==> config.mk <==
export PLATFORM = sky130hd
export DESIGN_NAME = servo_status_packet_deframer_unit
export DESIGN_NICKNAME = d
export VERILOG_FILES = /design/src/sspd_pkg.sv /design/src/servo_status_packet_deframer_unit.sv /design/src/sspd_parser.sv /design/src/sspd_out_reg.sv
export SDC_FILE = /design/constraint.sdc
export NUM_CORES = 1
export LEC_CHECK = 0
export BUFFER_PORTS_ARGS = -buffer_cell sky130_fd_sc_hd__buf_2
export CORE_MARGIN = 2
export CORE_UTILIZATION = 52
export CTS_CLUSTER_SIZE = 12
export DETAILED_ROUTE_END_ITERATION = 6
export PLACE_DENSITY_LB_ADDON = 0.15
export SYNTH_ARGS = -nofsm -noshare
export SYNTH_HDL_FRONTEND = slang
export SYNTH_SLANG_ARGS = --single-unit
==> constraint.sdc <==
create_clock -name clk -period 2.4 [get_ports clk]
set_clock_uncertainty 0.1 [all_clocks]
set_input_delay 0.24 -clock clk [delete_from_list [all_inputs] [get_ports clk]]
set_output_delay 0.24 -clock clk [all_outputs]
set_load 0.01 [all_outputs]
==> src/sspd_pkg.sv <==
// Shared types and constants for the servo status packet deframer.
package sspd_pkg;

    localparam int BYTE_W = 8;
    localparam int POS_W  = 9;

    localparam logic [BYTE_W-1:0] HDR_BYTE = 8'hFF;

    typedef enum logic [2:0] {
        PH_HUNT1,
        PH_HUNT2,
        PH_ID,
        PH_LEN,
        PH_BODY
    } phase_t;

    typedef struct packed {
        logic              checksum_ok;
        logic              last;
        logic [POS_W-1:0]  byte_pos;
        logic [BYTE_W-1:0] packet_byte;
    } result_t;

endpackage

==> src/servo_status_packet_deframer_unit.sv <==
// Top level of the servo status packet deframer.
//
//   channel  dir  tdata (low bit up)                 tlast  tuser
//   s_*      in   rx_byte[7:0]                        -      -
//   m_*      out  packet_byte[7:0], byte_pos[16:8]    last   checksum_ok
//
// One word per cycle sustained while m_tready does not stall the output; each word
// passes through the input register and then the output register to m_tdata.
// Header and dropped words pass through the input register but give no output.
// Reset clears the framer to hunting for the first header word.
// A stall on m_tready holds the output register, then the input register,
// then drops s_tready.
module servo_status_packet_deframer_unit (
    input  logic        clk,
    input  logic        rst_n,
    input  logic        s_tvalid,
    output logic        s_tready,
    input  logic [7:0]  s_tdata,   // rx_byte[7:0]
    output logic        m_tvalid,
    input  logic        m_tready,
    output logic [23:0] m_tdata,   // packet_byte[7:0], byte_pos[16:8], zero pad
    output logic        m_tlast,
    output logic        m_tuser    // checksum_ok
);
    import sspd_pkg::*;

    logic    res_valid;
    result_t res;
    logic    out_free;
    result_t out_data;

    sspd_parser u_parser (
        .clk       (clk),
        .rst_n     (rst_n),
        .in_valid  (s_tvalid),
        .in_ready  (s_tready),
        .in_byte   (s_tdata),
        .out_free  (out_free),
        .res_valid (res_valid),
        .res       (res)
    );

    sspd_out_reg u_out_reg (
        .clk       (clk),
        .rst_n     (rst_n),
        .res_valid (res_valid),
        .res       (res),
        .out_free  (out_free),
        .valid     (m_tvalid),
        .ready     (m_tready),
        .data      (out_data)
    );

    assign m_tdata = {7'b0, out_data.byte_pos, out_data.packet_byte};
    assign m_tlast = out_data.last;
    assign m_tuser = out_data.checksum_ok;

endmodule

==> src/sspd_parser.sv <==
// Input word register and packet framing state machine.
module sspd_parser (
    input  logic                        clk,
    input  logic                        rst_n,
    input  logic                        in_valid,
    output logic                        in_ready,
    input  logic [sspd_pkg::BYTE_W-1:0] in_byte,
    input  logic                        out_free,
    output logic                        res_valid,
    output sspd_pkg::result_t           res
);
    import sspd_pkg::*;

    logic [BYTE_W-1:0] byte_reg;
    logic              full_reg;
    phase_t            phase_reg, phase_next;
    logic [POS_W-1:0]  left_reg, left_next;
    logic [BYTE_W-1:0] sum_reg, sum_next;
    logic [POS_W-1:0]  pos_reg, pos_next;
    logic              fire;
    logic              emit;
    logic [POS_W-1:0]  pos_inc;
    logic [POS_W-1:0]  left_dec;
    logic              sum_match;

    assign fire      = full_reg && out_free;
    assign in_ready  = !full_reg || out_free;
    assign res_valid = full_reg && emit;
    assign pos_inc   = pos_reg + POS_W'(1);
    assign left_dec  = left_reg - POS_W'(1);
    assign sum_match = (~sum_reg) == byte_reg;

    always_ff @(posedge clk or negedge rst_n)
    begin
        if (!rst_n)
        begin
            full_reg <= 1'b0;
        end
        else if (in_valid && in_ready)
        begin
            full_reg <= 1'b1;
        end
        else if (fire)
        begin
            full_reg <= 1'b0;
        end
    end

    always_ff @(posedge clk)
    begin
        if (in_valid && in_ready)
        begin
            byte_reg <= in_byte;
        end
    end

    always_ff @(posedge clk or negedge rst_n)
    begin
        if (!rst_n)
        begin
            phase_reg <= PH_HUNT1;
            left_reg  <= '0;
            sum_reg   <= '0;
            pos_reg   <= '0;
        end
        else if (fire)
        begin
            phase_reg <= phase_next;
            left_reg  <= left_next;
            sum_reg   <= sum_next;
            pos_reg   <= pos_next;
        end
    end

    always_comb
    begin
        phase_next      = phase_reg;
        left_next       = left_reg;
        sum_next        = sum_reg;
        pos_next        = pos_reg;
        emit            = 1'b0;
        res.packet_byte = byte_reg;
        res.byte_pos    = pos_reg;
        res.last        = 1'b0;
        res.checksum_ok = 1'b0;
        case (phase_reg)
            PH_HUNT1:
            begin
                if (byte_reg == HDR_BYTE)
                begin
                    phase_next = PH_HUNT2;
                end
            end
            PH_HUNT2:
            begin
                phase_next = (byte_reg == HDR_BYTE) ? PH_ID : PH_HUNT1;
            end
            PH_ID:
            begin
                emit         = 1'b1;
                res.byte_pos = '0;
                pos_next     = '0;
                sum_next     = byte_reg;
                phase_next   = PH_LEN;
            end
            PH_LEN:
            begin
                emit         = 1'b1;
                res.byte_pos = POS_W'(1);
                pos_next     = POS_W'(1);
                if (byte_reg == '0)
                begin
                    res.last        = 1'b1;
                    res.checksum_ok = sum_match;
                    phase_next      = PH_HUNT1;
                    left_next       = '0;
                    sum_next        = '0;
                end
                else
                begin
                    sum_next   = sum_reg + byte_reg;
                    left_next  = POS_W'(byte_reg);
                    phase_next = PH_BODY;
                end
            end
            PH_BODY:
            begin
                emit         = 1'b1;
                res.byte_pos = pos_inc;
                pos_next     = pos_inc;
                left_next    = left_dec;
                if (left_dec == '0)
                begin
                    res.last        = 1'b1;
                    res.checksum_ok = sum_match;
                    phase_next      = PH_HUNT1;
                    sum_next        = '0;
                end
                else
                begin
                    sum_next = sum_reg + byte_reg;
                end
            end
            default:
            begin
                phase_next = PH_HUNT1;
            end
        endcase
    end

`ifndef ASSERT_OFF
    a_ok_needs_last: assert property (@(posedge clk) disable iff (!rst_n)
        res_valid && res.checksum_ok |-> res.last)
        else $error("checksum_ok set on a word that is not last");

    a_last_rehunts: assert property (@(posedge clk) disable iff (!rst_n)
        fire && res_valid && res.last |=> phase_reg == PH_HUNT1)
        else $error("no return to hunting after last word");

    a_id_then_len: assert property (@(posedge clk) disable iff (!rst_n)
        fire && phase_reg == PH_ID |=> phase_reg == PH_LEN)
        else $error("id word not followed by length phase");

    a_hold_unfired: assert property (@(posedge clk) disable iff (!rst_n)
        full_reg && !out_free |=> full_reg && $stable(byte_reg))
        else $error("held input word lost while output stalled");
`endif

endmodule

==> src/sspd_out_reg.sv <==
// Output result register for the master-side stream.
module sspd_out_reg (
    input  logic              clk,
    input  logic              rst_n,
    input  logic              res_valid,
    input  sspd_pkg::result_t res,
    output logic              out_free,
    output logic              valid,
    input  logic              ready,
    output sspd_pkg::result_t data
);
    import sspd_pkg::*;

    logic    valid_reg;
    result_t data_reg;

    assign out_free = !valid_reg || ready;
    assign valid    = valid_reg;
    assign data     = data_reg;

    always_ff @(posedge clk or negedge rst_n)
    begin
        if (!rst_n)
        begin
            valid_reg <= 1'b0;
        end
        else if (out_free)
        begin
            valid_reg <= res_valid;
        end
    end

    always_ff @(posedge clk)
    begin
        if (out_free && res_valid)
        begin
            data_reg <= res;
        end
    end

endmodule

* After elaboration in Yosys (flattened, before gate mapping)
Cells that the tools add are included.
Word-level totals: bits in registers 58, input port bits 12, output and inout port bits 28, word-level logic and storage cells 58
Operators by class: $add $sub $neg 3, equal/unequal tests 8, muxes and demuxes 17, bitwise logic cells 1, reduce and logical (&&, ||, !) cells 18
Operators with widths (number):
- 9-bit case mux with 3 select lines | 1
- 8-bit two-way mux | 3
- 8-bit case mux with 3 select lines | 1
- 9-bit case mux with 2 select lines | 1
- 3-bit case mux with 5 select lines | 1
- 9-bit by 1-bit adder with 9-bit output (second input constant) | 1
- 9-bit logical NOT | 1
- 3-bit two-way mux | 3
- 9-bit by 1-bit subtractor with 9-bit output (second input constant) | 1
- 8-bit adder | 1
- 8-bit == test | 1
- 8-bit == test (second input constant) | 1
- 8-bit logical NOT | 1
- 8-bit NOT | 1
- 3-bit by 2-bit == test with 1-bit output (second input constant) | 2
- 2-bit two-way mux | 3
- 1-bit logical AND | 4
- 2-bit by 1-bit != test with 1-bit output (second input constant) | 2
- 2-bit case mux with 2 select lines | 1
- 2-bit AND reduction | 2
- 2-bit nonzero test | 2
- 3-bit by 1-bit == test with 1-bit output (second input constant) | 1
- 3-bit == test (second input constant) | 1
- 3-bit logical NOT | 1
- 6 further kinds | 10

* Longest topological paths before layout
Gate-level depths: netlist of the first run.
depth after elaboration 5, gate-level depth with buffers 8, depth with buffers taken out 8

* Cells and area by module
A second synthesis of the first run with hierarchy kept.
Unflattened totals: cell total of the unflattened synthesis 311, area total of the unflattened synthesis 3150.5 µm²
By module, submodules not included:
- sspd_parser | instances 1, cells each 280, area an instance 2469.9 µm², seq. area each 991.0 µm²
- sspd_out_reg | instances 1, cells each 23, area an instance 624.3 µm², seq. area each 595.6 µm²
- servo_status_packet_deframer_unit | instances 1, cells each 8, area an instance 56.3 µm², seq. area each 0.0 µm²

* Worst setup path after synthesis of the first run
Ideal clock, no wire load.
path kind register to register, start point reg u_parser.phase_reg[1], end point reg u_out_reg.data_reg (netlist bit u_out_reg.data[0]), enable pin, library setup time 0.391 ns, data arrival time 2.154 ns, required time 1.909 ns, setup slack -0.244 ns, stages on the path, launching flop included 7, path buffers 2, period minus slack after synthesis 2.644 ns, cell sequence dfrtp_1 > clkbuf_1 > or3b_2 > nand2_1 > nand2_1 > inv_1 > buf_1
On the way: word-level cells in the longest chain between the ends 5, elaborated cells on any way between the ends 7, those cells by class eq/ne: 3; mux: 1; reduce/logical: 3
RTL lines:
- start: declaration | line sspd_parser.sv:16 | phase_t phase_reg, phase_next;
- start signal: assignment | line sspd_parser.sv:68 | phase_reg <= phase_next;
- 3-bit by 2-bit == test with 1-bit output or 3-bit == test (tied branches) | line sspd_parser.sv:86 | case (phase_reg)
- 3-bit OR reduction (no source line) (*)
- 1-bit two-way mux (*) | line sspd_parser.sv:86
- 1-bit logical AND (*) | line sspd_parser.sv:28 | assign res_valid = full_reg && emit;
- 1-bit logical AND (*) | line sspd_out_reg.sv:35 | if (out_free && res_valid)
- end signal: assignment | line sspd_out_reg.sv:37 | data_reg <= res;
- end: declaration | line sspd_out_reg.sv:15 | result_t data_reg;
Mark *: on every way between the ends. The rest lies on a longest branch, timed or not. A chain may end at the register's enable or synchronous reset.

==> results of run 1 <==
## layer usage
| layer | track usage | up-vias |
|---|---|---|
| li1 | - | 1260 |
| met1 | 0.331 | 1250 |
| met2 | 0.365 | 65 |
| met3 | 0.0407 | 12 |
| met4 | 0.100 | 0 |
| met5 | 0 | - |
## synth_stat cells (2+ instances only)
cell | n | area, µm²
a21o_1 | 3 | 22.5
a21oi_1 | 22 | 110
a22oi_1 | 2 | 15.0
a31oi_1 | 5 | 31.3
and2_1 | 3 | 18.8
and3_1 | 6 | 37.5
buf_4 | 7 | 52.6
clkbuf_1 | 7 | 26.3
clkbuf_8 | 3 | 41.3
dfrtp_1 | 31 | 776
edfxtp_1 | 27 | 811
ha_1 | 10 | 125
inv_1 | 7 | 26.3
mux2_2 | 4 | 45.0
mux2i_1 | 3 | 30.0
nand2_1 | 46 | 173
nand2b_1 | 4 | 25.0
nand3_1 | 5 | 25.0
nand4_1 | 8 | 50.1
nor2_1 | 21 | 78.8
nor3_1 | 8 | 40.0
nor4_1 | 3 | 18.8
o21ai_0 | 21 | 105
o21ai_1 | 6 | 30.0
o22ai_1 | 2 | 12.5
o31ai_1 | 3 | 22.5
o32a_1 | 2 | 20.0
xnor2_1 | 7 | 61.3
xor2_1 | 2 | 17.5
## cell families after synthesis
kind of cell               Yosys count
AOI/OAI and AO/OA                   74
xor gates and xnor gates             9
adders and majority gates           11
buffers and inverters               26
DFF                                 58
muxes                                8
other                                1
and+or+nand+nor                    120
## final cells by class
cell class                      instances  area, µm²
Tap cell                               75       93.8
Sequential cell                        58       1590
Inverter                                7       26.3
Multi-Input combinational cell        229       1520
Timing Repair Buffer                   77        537
Fill cell                             441       1830
Clock inverter                          6        129
Clock buffer                           10        128
## stage by stage
step	hold slack (ps)	TNS (ps)
5_1_grt	13.9	-1410
3_5_place_dp	242	-757
2_1_floorplan	-156	-293
6_report	6.62	-330
3_3_place_gp	244	-332
4_1_cts	6.57	-441
## timing repair
item,CTS,global route
endpoints found under the hold margin,39,0
pin swaps,2,18
hold buffers,9,0
resized for setup,8,14
buffers inserted,1,0
endpoints found under the setup margin,11,11
## placed cells by master, fill, tap and decap left out, drive strengths merged, types with 3 or more instances in the layout
master	Yosys	final
a21oi	22	22
nand3	5	5
dfrtp	31	31
o21ai	28	28
xnor2	7	7
and2	3	3
a21o	3	3
clkbuf	10	10
edfxtp	27	27
and3	7	7
nand2	46	46
ha	10	10
mux2i	3	3
dlygate4sd3	0	9
or3	3	3
inv	7	7
nor3	8	8
mux2	5	5
conb	1	7
buf	9	68
o31ai	3	3
a31oi	5	5
bufinv	0	4
nand2b	4	4
nand4	8	8
nor2	21	21
nor4	3	3
nor4b	3	3
## path summary, 6_finish.rpt
path	start	endpoint	slack [ps]	cells after the start
worst max-delay path	u_parser.left_reg[0]	u_out_reg.data[18]	-90	8
worst min-delay path	s_tvalid	u_parser.full_reg	7	2
worst max register to register	u_parser.left_reg[0]	u_out_reg.data[18]	-90	8
worst min register to register	u_parser.pos_reg[8]	u_parser.pos_reg[8]	410	2
max in group asynchronous	rst_n	u_parser.sum_reg[0]	1320	2
min in group asynchronous	rst_n	u_parser.left_reg[2]	400	2
## power breakdown
group | total, µW | internal (µW) | switching [µW]
clock network | 1170 | 790 | 381
registers | 1070 | 1050 | 14.3
logic | 151 | 69.7 | 81.5
==> impl_results.md, run 1 <==
- Antenna diodes: 0
- Yosys cell types: 58
- Max incr delay on CP: about 480 ps
- Period Utilization, post-route: 1.04
- CTS clk-pin slew, worst paths: around 60 ps
- Post-DP Area: between 3000 and 4000 µm²
- Crit-path leading delay family: simple AND/OR/NAND/NOR gates
- CTS HTree Levels: 3
- Routed WL: between 7000 and 8000 µm
- Area grow syn2layout: 28.6%
- Setup CP Type: reg -> reg
- Die Y: slightly above 80 µm
- Crit end category: flip-flop
- Failing checks: setup timing
- Max Used Layer: met4
- Place WS: -122 ps
- CP cell instances: inv_2 -> ha_4 -> or3b_4 -> o32a_1 -> o32a_1 -> or4_4 -> o21ai_2 -> nor4b_4
- Critical Path Most Common Cell: o32a_1
- Initial antenna violation count: 0
- Mean Syn Cell Area: around 10 µm²
- Sequential area share after synthesis: 0.507
- Clk root buf: clkbuf_8
- Critical Path RT: around 2500 ps
- CP max FO: 3
- Ys Warns: 0
- Fin cells: about 460
- TritonCTS Buffers: 9
- Gp weighted congestion: ~0.83
- WP buf/inv: 1
- Hold Fails Final Rpt: 0
- Outcome: finished, violations left
- Synth Cell Area: between 3000 and 4000 µm²
- Die span in x: about 82 µm
- Adder-cell area share of the yosys netlist: 0.0464
- Vias in the first global route: 2470
- Post-Synthesis Cells: approximately 300
- Final Max Tran Viols: 0
- Core area: 5850 µm²
- Drt initial violations: about 150
- DR vias/cell: 5.60
- CP max stage cell: or4_4
- IO Port Bufs: 32
- ANT nets after route: 0
- Share of synthesized registers carrying an async set or reset: 0.534
- Synth Area in Simple Gates: 0.201
- Placed cells: roughly 440
- First-pass GRT wire length: 11700 µm
- Met2 wire len: around 3300 µm
- Max Root-Sink Buffers: 2
- Dpl hpwl: roughly 4800 µm
- Synth Area in XOR/XNOR: 0.0252
- Slew margin rel.: 0.246
- Total Nets Final: 405
- DR WL/cell: between 15 and 20 µm
- Endpoints failing setup: 10
- Tmin final: about 2500 ps
- Final core occ: 0.687
- Post-Layout Inst Area: ~4000 µm²
- Overflow after GRT: 0
- P_leak: roughly 0.0018 µW
- RSZ-0062 raised after global routing: true
- Main combinational cell family by area after synthesis: simple AND/OR/NAND/NOR gates
- Initial core utilization: 0.534
- Largest net degree at the start of global routing: 32
- Max Cap Violations: 0
- Post-synthesis mux area share: 0.0276
- Register bit count reported by yosys: 58
- Via count: 2587
- Largest register FFs: 19
- DRT Pass-1 Iters: 4
- Worst Hold Class: in -> reg
- FP Rows: 28
- Total power: between 2000 and 2500 µW
- Maximum VDD drop: 0.000433 V
- CP startpoint kind: flip-flop
- Fmax: roughly 0.4 GHz
- GRT Resource Usage Total: 0.237
- IO Pins: 40
- CTS tree: built
- Critical Path AT: about 2600 ps
- PwrDens: 595 nW/µm²
- Routed met1 length: roughly 3400 µm
- Number of synthesized flops with an enable pin: 27
- Clk Latency, worst-skew pair: approximately 340 ps
- Final setup margin: -91.9 ps
- CTS Sinks: 58
- Actual slew at the worst max-slew pin: between 1000 and 1500 ps
- Post-synthesis compound-gate area fraction: 0.142
- Fraction of layout cells with a size suffix above 1: 0.302
- Met3 WL: between 200 and 300 µm
- Top FF cell, synth: dfrtp_1
- DRC viols: 0
- Die area: ~6600 µm²
No activity file was read; power rests on OpenSTA's default activity.
==> run 2, diff against run 1 <==
--- a/config.mk
+++ b/config.mk
@@ -5,7 +5,7 @@
 export SDC_FILE = /design/constraint.sdc
 export NUM_CORES = 1
 export LEC_CHECK = 0
-export BUFFER_PORTS_ARGS = -buffer_cell sky130_fd_sc_hd__buf_2
+export BUFFER_PORTS_ARGS = -buffer_cell sky130_fd_sc_hd__clkbuf_2
 export CORE_MARGIN = 2
 export CORE_UTILIZATION = 52
 export CTS_CLUSTER_SIZE = 12
==> impl_results.md, run 2 (synthesized netlist as in run 1, its figures left out) <==
- Outcome: finished, violations left
- Failing checks: setup timing
- CTS clk-pin slew, worst paths: ~60 ps
- Max Root-Sink Buffers: 2
- Largest net degree at the start of global routing: 32
- Total Nets Final: around 410
- Largest register FFs: 19
- Place WS: -144 ps
- Crit end category: flip-flop
- CP cell instances: inv_2 -> ha_4 -> or3b_4 -> o32a_1 -> o32a_1 -> o31a_2 -> nor2_2 -> mux2_4
- Fin cells: 463
- DR WL/cell: between 15 and 20 µm
- CTS HTree Levels: 3
- Core area: approximately 5900 µm²
- Gp weighted congestion: about 0.83
- Area grow syn2layout: 25.5%
- CP startpoint kind: flip-flop
- First-pass GRT wire length: roughly 12000 µm
- Period Utilization, post-route: 1.04
- Actual slew at the worst max-slew pin: between 1000 and 1500 ps
- DR vias/cell: around 5.5
- CTS tree: built
- ANT nets after route: 0
- Initial core utilization: 0.534
- Overflow after GRT: 0
- Vias in the first global route: between 2000 and 2500
- Maximum VDD drop: 0.000538 V
- FP Rows: 28
- Critical Path Most Common Cell: o32a_1
- Hold Fails Final Rpt: 0
- Post-DP Area: 3550 µm²
- Die area: approximately 6600 µm²
- Final Max Tran Viols: 0
- CP max stage cell: dfrtp_1
- Drt initial violations: 115
- PwrDens: between 500 and 600 nW/µm²
- Worst reg2reg path endpoint: u_parser.phase_reg[2]
- Routed WL: between 7000 and 8000 µm
- R2r setup slk: -90 ps
- IO Pins: 40
- Fraction of layout cells with a size suffix above 1: 0.291
- Reg2reg path depth: 8
- P_leak: between 0.0015 and 0.002 µW
- Setup CP Type: reg -> reg
- Tmin final: roughly 2500 ps
- TritonCTS Buffers: 9
- Fillers: approximately 460
- Dpl hpwl: around 4800 µm
- GRT Resource Usage Total: 0.237
- DRT Pass-1 Iters: 4
- Worst Hold Class: in -> reg
- Critical Path RT: between 2000 and 3000 ps
- CP startpoint: u_parser.left_reg[1]
- Leading cell types in the layout, fill and taps excluded: nand2_1 (46), buf_4 (34), clkbuf_2 (32)
- WP buf/inv: 1
- Antenna diodes: 0
- Most common cell after layout, fill and taps aside: nand2_1
- Clk Latency, worst-skew pair: 340 ps
- Final setup margin: -89.0 ps
- RSZ-0062 raised after global routing: true
- Post-Layout Inst Area: around 4000 µm²
- IO Port Bufs: 32
- Initial antenna violation count: 0
- DRC viols: 0
- CP max FO: 3
- Max Cap Violations: 0
- CP Depth: 8
- Clk root buf: clkbuf_8
- Critical Path AT: 2610 ps
- Max incr delay on CP: 400 ps
- Crit-path leading delay family: compound AO/OA/AOI/OAI gates
- Slew margin rel.: 0.268
- CTS Sinks: 58
- Endpoints failing setup: 10
- Worst R2R Start: u_parser.left_reg[1]
- Die span in x: slightly above 80 µm
- Placed cells: between 400 and 500
- Die Y: a little over 80 µm
- Fmax: about 0.40 GHz
- Via count: ~2600
- Setup crit end: u_parser.phase_reg[2]
==> run 2: cell count changes in the layout (fill, tap and decap cells not counted), moves of 2 or more <==
| cell | change |
|---|---|
| a21oi_1 | +2 |
| a21oi_2 | -2 |
| buf_2 | -32 |
| bufinv_16 | -3 |
| clkbuf_1 | +2 |
| clkbuf_2 | +32 |
==> run 2: cell type report <==
type                    instances  area [µm²]  share of cell area
clock buffers                  13         149              0.0379
inverters                       7        26.3             0.00669
well taps                      75        93.8              0.0239
clock inverters                 3        40.0              0.0102
repair buffers                 78         547               0.139
multi-input cells             229        1480               0.378
flip-flops and latches         58        1590               0.404
==> run 2: worst min path at each step <==
stage          startpoint                    to  slack (ps)  cells after the start
2_1_floorplan       rst_n       u_out_reg.valid        -160                      0
3_3_place_gp        rst_n  u_parser.left_reg[2]         280                      1
3_5_place_dp        rst_n  u_parser.left_reg[2]         260                      1
4_1_cts          m_tready       u_out_reg.valid         100                      3
5_1_grt          m_tready     u_parser.full_reg         130                      3
6_report         m_tready       u_out_reg.valid         100                      3
==> run 2: worst min-delay path: stages <==
cell      delay [ps]
clkbuf_2          80
nand2b_1         120
nand2_1           60
==> run 2: stage by stage <==
| stage | util | power (µW) | setup TNS, ps | hold WS [ps] |
|---|---|---|---|---|
| finish | 0.671 | 2100 | -385 | 100 |
| global route | 0.671 | 2160 | -1490 | 133 |
| CTS | 0.665 | 2100 | -593 | 97.2 |
| detailed placement | 0.608 | 1220 | -805 | 265 |
| global placement | 0.608 | 1210 | -330 | 276 |
| floorplan | - | 1160 | -293 | -156 |
==> run 2: power by group <==
part / internal (µW) / total, µW / switching [µW] / leakage [µW]
clock: 505 / 875 / 370 / 0.0000974
sequential: 1050 / 1070 / 14.2 / 0.000641
combinational: 70.8 / 151 / 80.2 / 0.00101
==> run 2: timing repair <==
| action | CTS | global route |
|---|---|---|
| endpoints found under the setup margin | 11 | 12 |
| gates cloned | 0 | 0 |
| setup buffers | 1 | 1 |
| pin swaps | 4 | 6 |
| hold buffers | 10 | 0 |
| endpoints found under the hold margin | 40 | 0 |
| gates resized for setup | 9 | 8 |
==> run 2: per-layer routing <==
layer	part of all wire	global-route usage	wire length, µm	vias up
met2	0.47	0.371	3330	67
met5	0	0	0	-
li1	-	-	-	1261
met4	0.010	0.0932	74	0
met1	0.47	0.327	3370	1234
met3	0.049	0.0429	352	6
